`config.mk`:
```
export PLATFORM = sky130hd
export DESIGN_NAME = pn_ctrl
export DESIGN_NICKNAME = d
export VERILOG_FILES = /design/src/sv/pn_pkg.sv /design/src/sv/pn_ctrl.sv
export SDC_FILE = /design/constraint.sdc
export NUM_CORES = 1
export LEC_CHECK = 0
export BUFFER_PORTS_ARGS = -buffer_cell sky130_fd_sc_hd__buf_4
export CAP_MARGIN = 20
export CORE_MARGIN = 2
export CORE_UTILIZATION = 53
export CTS_CLUSTER_SIZE = 20
export DETAILED_ROUTE_END_ITERATION = 8
export PLACE_DENSITY = 0.8
export SYNTH_ARGS = -nofsm -noshare
export SYNTH_HDL_FRONTEND = slang
export SYNTH_SLANG_ARGS = --single-unit
```
`constraint.sdc`:
```
create_clock -name clk -period 5.91 [get_ports clk]
set_clock_uncertainty 0.1 [all_clocks]
set_input_delay 1.773 -clock clk [delete_from_list [all_inputs] [get_ports clk]]
set_output_delay 1.773 -clock clk [all_outputs]
set_load 0.05 [all_outputs]
```
`src/sv/pn_pkg.sv`:
```
`timescale 1ns / 1ps
// ----------------------------------------------------------------------------
// pn_pkg
// Shared constants, codes and controller/datapath interface types for the
// path normalizer.
// ----------------------------------------------------------------------------
package pn_pkg;

  localparam int PN_BUFFER_SIZE = 256;

  localparam logic [7:0] CHAR_SLASH = 8'h2F;
  localparam logic [7:0] CHAR_DOT   = 8'h2E;
  localparam logic [7:0] CHAR_NUL   = 8'h00;

  localparam logic [1:0] MODE_BASE = 2'd0;
  localparam logic [1:0] MODE_PATH = 2'd1;
  localparam logic [1:0] MODE_READ = 2'd2;

  typedef enum logic [2:0] {
    ST_OK       = 3'd0,
    ST_BUSY     = 3'd1,
    ST_NOTFOUND = 3'd2,
    ST_DENIED   = 3'd3,
    ST_TOOLONG  = 3'd4
  } status_t;

  // commands from the controller to the datapath
  typedef struct packed {
    logic capture;
    logic base_write;
    logic read_latch;
    logic start;
    logic copy_step;
    logic copy_tail;
    logic byte_put;
    logic close;
    logic back_read;
    logic back_dec;
    logic trim;
    logic emit;
  } pn_cmd_t;

  // status from the datapath to the controller
  typedef struct packed {
    logic [1:0] mode;
    logic       last;
    logic       is_slash;
    logic       is_zero;
    logic       in_path;
    logic       err_ok;
    logic       start_copy;
    logic       copy_done;
    logic       close_back;
    logic       wp_zero;
    logic       back_q_slash;
    logic       out_free;
  } pn_stat_t;

endpackage

```
`src/sv/pn_ctrl.sv`:
```
`timescale 1ns / 1ps
// ----------------------------------------------------------------------------
// pn_ctrl
// Sequencer for the path normalizer: takes one item at a time, stores base
// bytes and result reads, steps the datapath through base copy, component
// close, '..' back-up and trim, and hands the result to the output register.
// ----------------------------------------------------------------------------
module pn_ctrl
  import pn_pkg::*;
(
  input  logic     clk,
  input  logic     rst,
  input  logic     in_valid,
  output logic     in_stall,
  input  pn_stat_t st,
  output pn_cmd_t  cmd
);

  typedef enum logic [9:0] {
    S_IDLE     = 10'b0000000001,
    S_DISPATCH = 10'b0000000010,
    S_READ     = 10'b0000000100,
    S_COPY     = 10'b0000001000,
    S_BYTE     = 10'b0000010000,
    S_LAST     = 10'b0000100000,
    S_BACK_RD  = 10'b0001000000,
    S_BACK_CHK = 10'b0010000000,
    S_TRIM     = 10'b0100000000,
    S_EMIT     = 10'b1000000000
  } state_t;

  state_t state, state_next;
  logic   last_close, last_close_next;
  logic   byte_go;
  state_t route_back;

  assign in_stall = (state != S_IDLE);

  // where to continue once a '..' back-up has finished
  assign route_back = last_close ? S_TRIM : (st.last ? S_LAST : S_EMIT);

  always_comb begin
    state_next      = state;
    last_close_next = last_close;
    cmd             = '0;
    byte_go         = 1'b0;
    case (state)
      S_IDLE: begin
        if (in_valid) begin
          cmd.capture = 1'b1;
          state_next  = S_DISPATCH;
        end
      end
      S_DISPATCH: begin
        case (st.mode)
          MODE_BASE: begin
            cmd.base_write = 1'b1;
            state_next     = S_EMIT;
          end
          MODE_PATH: begin
            if (st.in_path) begin
              byte_go = 1'b1;
            end else begin
              cmd.start  = 1'b1;
              state_next = st.start_copy ? S_COPY : S_BYTE;
            end
          end
          MODE_READ: state_next = S_READ;
          default:   state_next = S_EMIT;
        endcase
      end
      S_READ: begin
        cmd.read_latch = 1'b1;
        state_next     = S_EMIT;
      end
      S_COPY: begin
        if (st.copy_done) begin
          cmd.copy_tail = 1'b1;
          state_next    = S_BYTE;
        end else begin
          cmd.copy_step = 1'b1;
        end
      end
      S_BYTE: byte_go = 1'b1;
      S_LAST: begin
        state_next = S_TRIM;
        if (st.err_ok) begin
          cmd.close = 1'b1;
          if (st.close_back) begin
            last_close_next = 1'b1;
            state_next      = S_BACK_RD;
          end
        end
      end
      S_BACK_RD: begin
        if (st.wp_zero) begin
          state_next = route_back;
        end else begin
          cmd.back_read = 1'b1;
          state_next    = S_BACK_CHK;
        end
      end
      S_BACK_CHK: begin
        if (st.back_q_slash) begin
          state_next = route_back;
        end else begin
          cmd.back_dec = 1'b1;
          state_next   = S_BACK_RD;
        end
      end
      S_TRIM: begin
        cmd.trim   = 1'b1;
        state_next = S_EMIT;
      end
      S_EMIT: begin
        if (st.out_free) begin
          cmd.emit   = 1'b1;
          state_next = S_IDLE;
        end
      end
      default: state_next = S_IDLE;
    endcase

    // one path byte: store it or close the component it ends
    if (byte_go) begin
      state_next = st.last ? S_LAST : S_EMIT;
      if (st.err_ok && !st.is_zero) begin
        if (st.is_slash) begin
          cmd.close = 1'b1;
          if (st.close_back) begin
            last_close_next = 1'b0;
            state_next      = S_BACK_RD;
          end
        end else begin
          cmd.byte_put = 1'b1;
        end
      end
    end
  end

  always_ff @(posedge clk) begin
    if (rst) begin
      state      <= S_IDLE;
      last_close <= 1'b0;
    end else begin
      state      <= state_next;
      last_close <= last_close_next;
    end
  end

endmodule

```
==> impl_metrics.env, run 1 <==
export IMPL_p_int_uw=122.0
export IMPL_ctsHoldBuffers=0
export IMPL_dp_cells=140
export IMPL_drc=0
export IMPL_syn_nets=121
export IMPL_drt_first_pass_iters=4
export IMPL_final_cells=144
export IMPL_grt_pass1_wl_mm=3.339
export IMPL_power_uw=179.5
export IMPL_period_needed_ns=4.945
export IMPL_grt_ovfl_total=0
export IMPL_post_cts_resized=0
export IMPL_insertion_delay_ns=0.27
export IMPL_hpwl_mm=1.736
export IMPL_post_drt_via_cell_ratio=6.132
export IMPL_worst_pin_slew_ns=0.4496
export IMPL_io_pins=29
export IMPL_p_seq_share_pct=43.8
export IMPL_vdd_drop_max_mv=0.1214
export IMPL_p_sw_share_pct=31.99
export IMPL_hold_class="reg2reg"
export IMPL_pre_cts_ws_ns=0.9550
export IMPL_drtAntennaViolNets=0
export IMPL_fmax_ghz=0.2022
export IMPL_worst_ep_required_time_ns=4.04
export IMPL_diodes=0
export IMPL_synth_top_family_by_area="simple AND/OR/NAND/NOR gates"
export IMPL_portBuffers=28
export IMPL_finalInstanceArea_um2=1127
export IMPL_maxSlewHeadroom_pct=69.80
export IMPL_cts_made_buffers=3
export IMPL_crit_path_start_kind="input pin"
export IMPL_synth_compound_area_share_pct=18.76
export IMPL_drive_gt1_share_pct=32.03
export IMPL_tns_ns=0
export IMPL_clkPwrFrac_pct=29.3
export IMPL_syn_to_final_growth_pct=24.28
export IMPL_period_share_pct=83.67
export IMPL_synth_cell_types=47
export IMPL_cts_tree="done"
export IMPL_synthCells=102
export IMPL_cts_sinks=11
export IMPL_synth_top_area_share_pct=24.28
export IMPL_drv_slew=0
export IMPL_die_h_um=45.37
export IMPL_synth_top_area_cell="dfxtp_1"
export IMPL_grt_usage_pct=23.11
export IMPL_fp_dieW_um=45.37
export IMPL_fp_coreArea_um2=1559
export IMPL_ys_flop_type="dfxtp_1"
export IMPL_ys_top_cells_by_area="dfxtp_1 (24%), nor4b_1 (4.8%), nor4_4 (4.7%)"
export IMPL_maxCapViolations=0
export IMPL_clk_path_buf_depth=2
export IMPL_synthArstFlopShare_pct=0
export IMPL_status="finished, final reports clean"
export IMPL_nets=148
export IMPL_rsz0062_at_grt="no"
export IMPL_cts_htree_levels=1
export IMPL_fp_dieArea_um2=2058
export IMPL_detailed_place_area_um2=1101
export IMPL_num_vias=883
export IMPL_grt_pass1_vias=755
export IMPL_cp_max_fo=4
export IMPL_grt_max_degree=12
export IMPL_fin_ws_ns=0.9652
export IMPL_switchingPower_uw=57.41
export IMPL_hold_viol_final=0
export IMPL_drt_iter0_markers=25
export IMPL_cellPowerDensity_nw_per_um2=159.2
export IMPL_gp_congestion=0.8793
export IMPL_yosys_area_share_simple_pct=43.03
export IMPL_synthXorXnorAreaFrac_pct=2.897
export IMPL_synth_area_per_cell_um2=8.893
export IMPL_yosysWarnings=0
export IMPL_rows=14
export IMPL_cts_clk_slew_worst_paths_ns=0.07
export IMPL_p_comb_share_pct=26.9
export IMPL_root_buffer="clkbuf_4"
export IMPL_synth_edf_count=0
export IMPL_ys_seq_elements=11
export IMPL_ys_seq_area_share_pct=24.28
export IMPL_whs_ns=0.3928
export IMPL_synthAdderAreaFrac_pct=4.138
export IMPL_cp_end_kind="primary output"
export IMPL_antenna_found_initial=0
export IMPL_start_util_pct=58.19
export IMPL_p_leak_nw=0.5189
export IMPL_routed_wl_mm=2.143
export IMPL_fin_util_pct=72.31
export IMPL_synthMuxAreaShare_pct=0
export IMPL_syn_cell_area_um2=907.1
export IMPL_post_drt_wl_per_cell_um=14.88
export IMPL_crit_arrival_ns=3.07
export IMPL_cts_setup_buffers=0
export IMPL_setup_violations=0
export IMPL_crit_type="in2out"
==> layout make-up <==
type                       instances  area [um2]
fill                             133       431.7
multi-input combinational         78       624.3
clock buffer                       4       26.28
tap                               16       20.02
timing repair buffer              28       210.2
inverter                           7       26.28
sequential                        11       220.2
==> registers in the layout, summed over array words and instances, names as in the netlist <==
register and flops:
state 10, last_close 1
==> cell families (layout without fill, tap and decap cells) <==
kind of cell | Yosys count | after routing
and+or+nand+nor | 49 | 49
AOI/OAI and AO/OA | 23 | 23
buffers and inverters | 13 | 39
DFF | 11 | 11
adders and majority gates | 3 | 3
xor gates and xnor gates | 3 | 3
==> routing by layer <==
layer | part of all wire [%] | track usage [%]
met1 | 47 | 29.30
met2 | 47 | 36.57
met3 | 4.8 | 4.762
met4 | 1.3 | 12.35
met5 | 0 | 0
==> placed cells by master, fill, tap and decap left out, types with 3 or more instances in the layout <==
cell type / instances
o21ai_0: 5
inv_1: 7
ha_1: 3
dfxtp_1: 11
nand4_1: 3
nor4b_1: 5
clkbuf_4: 3
buf_4: 28
nor3_1: 3
nor2_1: 7
and4b_1: 4
==> cell usage after synthesis, drive strengths merged (3+ instances only) <==
cell type	n
nand3b	3
dfxtp	11
nor4	3
nor4b	7
o21ai	5
inv	7
nor3	3
buf	5
nor2	7
and2	3
ha	3
nand4	3
nor3b	3
and3	3
and4b	4
==> critical path, cell delays in order <==
cell     delay, ns
buf_4         0.11
inv_1         0.07
ha_1          0.16
and4_1        0.23
o21ai_0       0.16
nor4b_1       0.31
buf_4         0.25
==> power by group through the flow <==
| stage | clock, mW | sequential [mW] | combinational, mW |
|---|---|---|---|
| after floorplan | 0 | 0.0795 | 0.0310 |
| after global placement | 0 | 0.0803 | 0.0478 |
| after detailed placement | 0 | 0.0804 | 0.0483 |
| after CTS | 0.0544 | 0.0787 | 0.0485 |
| after global routing | 0.0575 | 0.0791 | 0.0529 |
| final | 0.0525 | 0.0786 | 0.0483 |
==> worst paths after layout <==
path         startpoint        to  slack [ns]  depth (start not counted)
max              st[12]    cmd[5]        0.97                          7
max reg2reg    state[6]  state[9]        3.87                          5
min reg2reg  last_close  state[8]        0.39                          2
min          last_close  state[8]        0.39                          2
Note: power is estimated with default switching activity, not from simulation.
==> run 2: changes to the inputs <==
ABC_AREA = 1   (was unset)
CORE_UTILIZATION = 44   (was 53)
PLACE_DENSITY = 0.71   (was 0.8)
clock period = 4.2 ns   (was 5.91 ns; I/O delays follow)
==> impl_metrics.env, run 2 <==
export IMPL_synthArstFlopShare_pct=0
export IMPL_synth_area_per_cell_um2=6.274
export IMPL_fp_coreArea_um2=1922
export IMPL_r2r_end="state[2]"
export IMPL_syn_to_final_growth_pct=30.13
export IMPL_largest_reg_flops=10
export IMPL_antenna_found_initial=0
export IMPL_root_buffer="clkbuf_4"
export IMPL_layout_common_cells="nand2_1 (29), buf_4 (28), nor2_1 (25)"
export IMPL_post_drt_wl_per_cell_um=10.61
export IMPL_top_regs="state x10, last_close x1"
export IMPL_drt_first_pass_iters=4
export IMPL_insertion_delay_ns=0.28
export IMPL_post_drt_via_cell_ratio=4.608
export IMPL_post_cts_resized=0
export IMPL_fp_dieArea_um2=2385
export IMPL_nets=192
export IMPL_period_share_pct=86.73
export IMPL_cellPowerDensity_nw_per_um2=409.7
export IMPL_num_vias=917
export IMPL_tns_ns=0
export IMPL_period_needed_ns=3.643
export IMPL_ctsHoldBuffers=0
export IMPL_portBuffers=28
export IMPL_crit_path_start_kind="input pin"
export IMPL_ys_seq_area_share_pct=24.89
export IMPL_gp_congestion=0.8422
export IMPL_rsz0062_at_grt="no"
export IMPL_start_util_pct=46.03
export IMPL_crit_arrival_ns=2.28
export IMPL_drive_gt1_share_pct=32.56
export IMPL_setup_violations=0
export IMPL_p_leak_nw=0.5983
export IMPL_synth_most_common_cell="nand2_1"
export IMPL_drc=0
export IMPL_grt_pass1_vias=889
export IMPL_cts_sinks=11
export IMPL_synth_top_area_cell="dfxtp_1"
export IMPL_cts_htree_levels=1
export IMPL_synth_edf_count=0
export IMPL_rows=16
export IMPL_yosysWarnings=0
export IMPL_cp_max_fo=5
export IMPL_ys_seq_elements=11
export IMPL_vdd_drop_max_mv=0.1796
export IMPL_synthCells=141
export IMPL_min_delay_worst_endpoint="state[8]"
export IMPL_regMostFlops="state"
export IMPL_drtAntennaViolNets=0
export IMPL_fmax_ghz=0.2745
export IMPL_r2r_start="state[9]"
export IMPL_ys_top_cells_by_area="dfxtp_1 (25%), nand2_1 (12%), nor2_1 (11%)"
export IMPL_grt_max_degree=10
export IMPL_ys_flop_type="dfxtp_1"
export IMPL_grt_ovfl_total=0
export IMPL_hold_viol_final=0
export IMPL_crit_type="in2out"
export IMPL_die_h_um=48.84
export IMPL_cts_clk_slew_worst_paths_ns=0.08
export IMPL_worstHoldStart="last_close"
export IMPL_status="finished, final reports clean"
export IMPL_synth_top_area_share_pct=24.89
export IMPL_r2r_cells=9
export IMPL_clk_path_buf_depth=2
export IMPL_worst_ep_required_time_ns=2.84
export IMPL_finalInstanceArea_um2=1151
export IMPL_synth_cell_types=25
export IMPL_syn_nets=160
export IMPL_grt_pass1_wl_mm=3.581
export IMPL_cts_made_buffers=3
export IMPL_min_path_cells=2
export IMPL_diodes=0
export IMPL_worst_pin_slew_ns=0.2472
export IMPL_maxCapViolations=0
export IMPL_drv_slew=0
export IMPL_hpwl_mm=1.807
export IMPL_cp_end_kind="primary output"
export IMPL_synth_common_cells="nand2_1 (29), nor2_1 (25), inv_1 (24), dfxtp_1 (11), nand3_1 (10)"
export IMPL_io_pins=29
export IMPL_layout_commonest_cell="nand2_1"
export IMPL_r2r_setup_slack_ns=2.57
export IMPL_hold_class="reg2reg"
export IMPL_grt_usage_pct=19.27
export IMPL_drt_iter0_markers=17
export IMPL_fp_dieW_um=48.84
export IMPL_detailed_place_area_um2=1125
export IMPL_cts_setup_buffers=0
export IMPL_syn_cell_area_um2=884.6
export IMPL_maxSlewHeadroom_pct=83.46
export IMPL_routed_wl_mm=2.111
export IMPL_cts_tree="done"
-- run 2: final cells by class --
| class | instances | area, um2 |
|---|---|---|
| clock buffer | 4 | 26.28 |
| fill | 197 | 770.7 |
| inverter | 26 | 97.59 |
| multi-input combinational | 103 | 563.0 |
| sequential | 11 | 220.2 |
| tap | 27 | 33.78 |
| timing repair buffer | 28 | 210.2 |
-- run 2: worst max-delay path by stage --
stage	to	start	cells after the start	slack, ns
final	cmd[5]	st[12]	8	0.56
after global routing	cmd[5]	st[12]	8	0.47
after CTS	cmd[5]	st[12]	8	0.53
after detailed placement	cmd[5]	st[12]	8	0.54
after global placement	cmd[5]	st[12]	8	0.60
after floorplan	cmd[5]	st[12]	6	0.06
-- run 2: stage by stage --
step	setup slack (ns)	hold slack, ns	utilization (%)	std cells	power, mW
2_1_floorplan	0.06052	0.3391	-	141	0.3341
3_3_place_gp	0.5992	0.3849	58.53	195	0.3979
3_5_place_dp	0.5433	0.3901	58.53	195	0.3988
4_1_cts	0.5327	0.3946	59.90	199	0.4744
5_1_grt	0.4665	0.4322	59.90	199	0.5036
6_report	0.5572	0.3913	59.90	199	0.4716
-- run 2: report_power, final --
group	leakage (nW)	internal [mW]	switching, mW
registers	0.0893	0.117	0.0127
logic	0.494	0.0881	0.178
clock network	0.0150	0.0369	0.0388
-- run 2: cells by family (layout without fill, tap and decap cells) --
group | count (synthesis) | after routing | synth area share [%]
AND/OR/NAND/NOR | 89 | 89 | 51.63
buffers and inverters | 27 | 58 | 11.46
AO/OA/AOI/OAI | 11 | 11 | 7.780
flip-flops | 11 | 11 | 24.89
adder cells (fa/ha/maj) | 3 | 3 | 4.244
-- run 2: critical path, cell delays in order --
cell and delay, ns:
buf_4 0.11, inv_1 0.07, ha_1 0.18, nand4_2 0.11
nand2_2 0.11, inv_2 0.07, nor3_1 0.15, buf_4 0.23
-- run 2: per-layer routing --
metal  part of all wire [%]  GRT usage [%]  vias up
met4                    2.2          10.00        0
met1                     48          23.65      394
met3                    3.2          2.454        5
met5                      0              0        -
met2                     47          32.88       19
li1                       -              -      499
==> run 3: changes to the inputs <==
CTS_BUF_LIST = sky130_fd_sc_hd__clkbuf_4 sky130_fd_sc_hd__clkbuf_8 sky130_fd_sc_hd__clkbuf_16   (was unset)
GPL_TIMING_DRIVEN = 0   (was unset)
==> impl_metrics.env, run 3 (same netlist as run 2, synthesis figures left out) <==
export IMPL_status="finished, final reports clean"
export IMPL_grt_pass1_vias=893
export IMPL_worst_ep_required_time_ns=2.84
export IMPL_post_cts_resized=0
export IMPL_maxCapViolations=0
export IMPL_r2r_cells=8
export IMPL_cp_end_kind="primary output"
export IMPL_hpwl_mm=1.753
export IMPL_fin_util_pct=59.90
export IMPL_grt_max_degree=10
export IMPL_crit_slowest_cell="buf_4"
export IMPL_p_seq_share_pct=27.3
export IMPL_regMostFlops="state"
export IMPL_gp_congestion=0.8392
export IMPL_fp_coreArea_um2=1922
export IMPL_clk_path_buf_depth=2
export IMPL_portBuffers=27
export IMPL_period_needed_ns=3.644
export IMPL_post_drt_wl_per_cell_um=10.32
export IMPL_grt_usage_pct=19.06
export IMPL_fp_dieW_um=48.84
export IMPL_layout_commonest_cell="nand2_1"
export IMPL_hold_class="reg2reg"
export IMPL_dp_cells=195
export IMPL_r2r_end="state[9]"
export IMPL_rsz0062_at_grt="no"
export IMPL_drv_slew=0
export IMPL_worst_pin_slew_ns=0.4835
export IMPL_antenna_found_initial=0
export IMPL_io_pins=29
export IMPL_drive_gt1_share_pct=32.56
export IMPL_num_vias=945
export IMPL_start_util_pct=46.03
export IMPL_drt_first_pass_iters=4
export IMPL_r2r_start="state[2]"
export IMPL_top_regs="state x10, last_close x1"
export IMPL_cpMostUsedCell="buf_4"
export IMPL_min_delay_worst_endpoint="state[8]"
export IMPL_rows=16
export IMPL_switchingPower_uw=228.1
export IMPL_cellPowerDensity_nw_per_um2=413.4
export IMPL_cts_made_buffers=3
export IMPL_cts_clk_slew_worst_paths_ns=0.08
export IMPL_crit_family="buffers and inverters"
export IMPL_pre_cts_ws_ns=0.5598
export IMPL_vdd_drop_max_mv=0.2020
export IMPL_crit_arrival_ns=2.28
export IMPL_cpPeakStageDelay_ns=0.23
export IMPL_p_int_uw=247.8
export IMPL_period_share_pct=86.76
export IMPL_crit_type="in2out"
export IMPL_routed_wl_mm=2.054
export IMPL_layout_common_cells="nand2_1 (29), buf_4 (27), nor2_1 (25)"
export IMPL_syn_to_final_growth_pct=30.13
export IMPL_post_drt_via_cell_ratio=4.749
export IMPL_p_leak_nw=0.5981
export IMPL_cp_num_buf_inv=4
export IMPL_cts_htree_levels=1
export IMPL_cp_max_fo=5
export IMPL_path_cells="buf_4 > inv_1 > ha_1 > nand4_2 > nand2_2 > inv_2 > nor3_1 > buf_4"
export IMPL_cts_setup_buffers=0
export IMPL_die_h_um=48.84
export IMPL_largest_reg_flops=10
export IMPL_fin_ws_ns=0.5559
export IMPL_nets=192
export IMPL_grt_pass1_wl_mm=3.539
export IMPL_fp_dieArea_um2=2385
export IMPL_setup_violations=0
export IMPL_cts_sinks=11
export IMPL_r2r_setup_slack_ns=2.59
export IMPL_drtAntennaViolNets=0
export IMPL_worstHoldStart="last_close"
export IMPL_grt_ovfl_total=0
export IMPL_hold_viol_final=0
export IMPL_p_comb_share_pct=55.6
export IMPL_crit_path_start_kind="input pin"
export IMPL_ctsHoldBuffers=0
export IMPL_root_buffer="clkbuf_4"
export IMPL_tns_ns=0
export IMPL_drc=0
export IMPL_final_cells=199
export IMPL_p_sw_share_pct=47.93
export IMPL_drt_iter0_markers=13
export IMPL_fmax_ghz=0.2744
export IMPL_maxSlewHeadroom_pct=67.77
export IMPL_diodes=0
export IMPL_min_path_cells=2
export IMPL_insertion_delay_ns=0.28
export IMPL_cts_tree="done"
export IMPL_clkPwrFrac_pct=17.1
[run 3: cell counts in the layout (fill, tap and decap cells not counted)]
Identical to the previous run, type by type.
[run 3: worst min-delay path: cells and delay by family, from the launching register on]
| kind | cells | cell delay, ns |
|---|---|---|
| AO/OA/AOI/OAI | 1 | 0.06 |
| flip-flops | 1 | 0.31 |
| AND/OR/NAND/NOR | 1 | 0.06 |
[run 3: power by group through the flow]
stage / Combinational (mW) / Clock, mW / Sequential, mW
3_3_place_gp: 0.262 / 0 / 0.132
5_1_grt: 0.292 / 0.0889 / 0.132
6_report: 0.264 / 0.0816 / 0.130
3_5_place_dp: 0.265 / 0 / 0.133
4_1_cts: 0.267 / 0.0820 / 0.130
2_1_floorplan: 0.205 / 0 / 0.129
[run 3: stage by stage]
stage                     hold WS [ns]  total power [mW]  instance area [um2]
after CTS                       0.3830            0.4787                 1151
final                           0.3801            0.4759                 1151
after global placement          0.3635            0.3936                 1121
after floorplan                 0.3391            0.3341                884.6
after global routing            0.4134            0.5127                 1151
after detailed placement        0.3626            0.3978                 1121
[run 3: area by class of cell]
cell class,count,area (um2)
Buffer,1,3.754
Clock buffer,4,30.03
Fill cell,211,770.7
Inverter,26,97.59
Multi-Input combinational cell,103,563.0
Sequential cell,11,220.2
Tap cell,27,33.78
Timing Repair Buffer,27,202.7
[run 3: how the worst max path moves through the flow]
stage | start | to | slack (ns) | cells past startpoint
floorplan | st[12] | cmd[5] | 0.06 | 6
global placement | st[12] | cmd[5] | 0.57 | 8
detailed placement | st[12] | cmd[5] | 0.56 | 8
CTS | st[12] | cmd[5] | 0.55 | 8
global route | st[12] | cmd[5] | 0.47 | 8
finish | st[12] | cmd[5] | 0.56 | 8
[run 3: per-layer routing]
metal  part of all wire (%)  GRT usage (%)  vias to the layer above
met1                     46          23.22                      415
met3                    4.9          3.374                        5
met4                    2.2          10.95                        0
met5                      0              0                        -
met2                     47          31.51                       27
li1                       -              -                      498
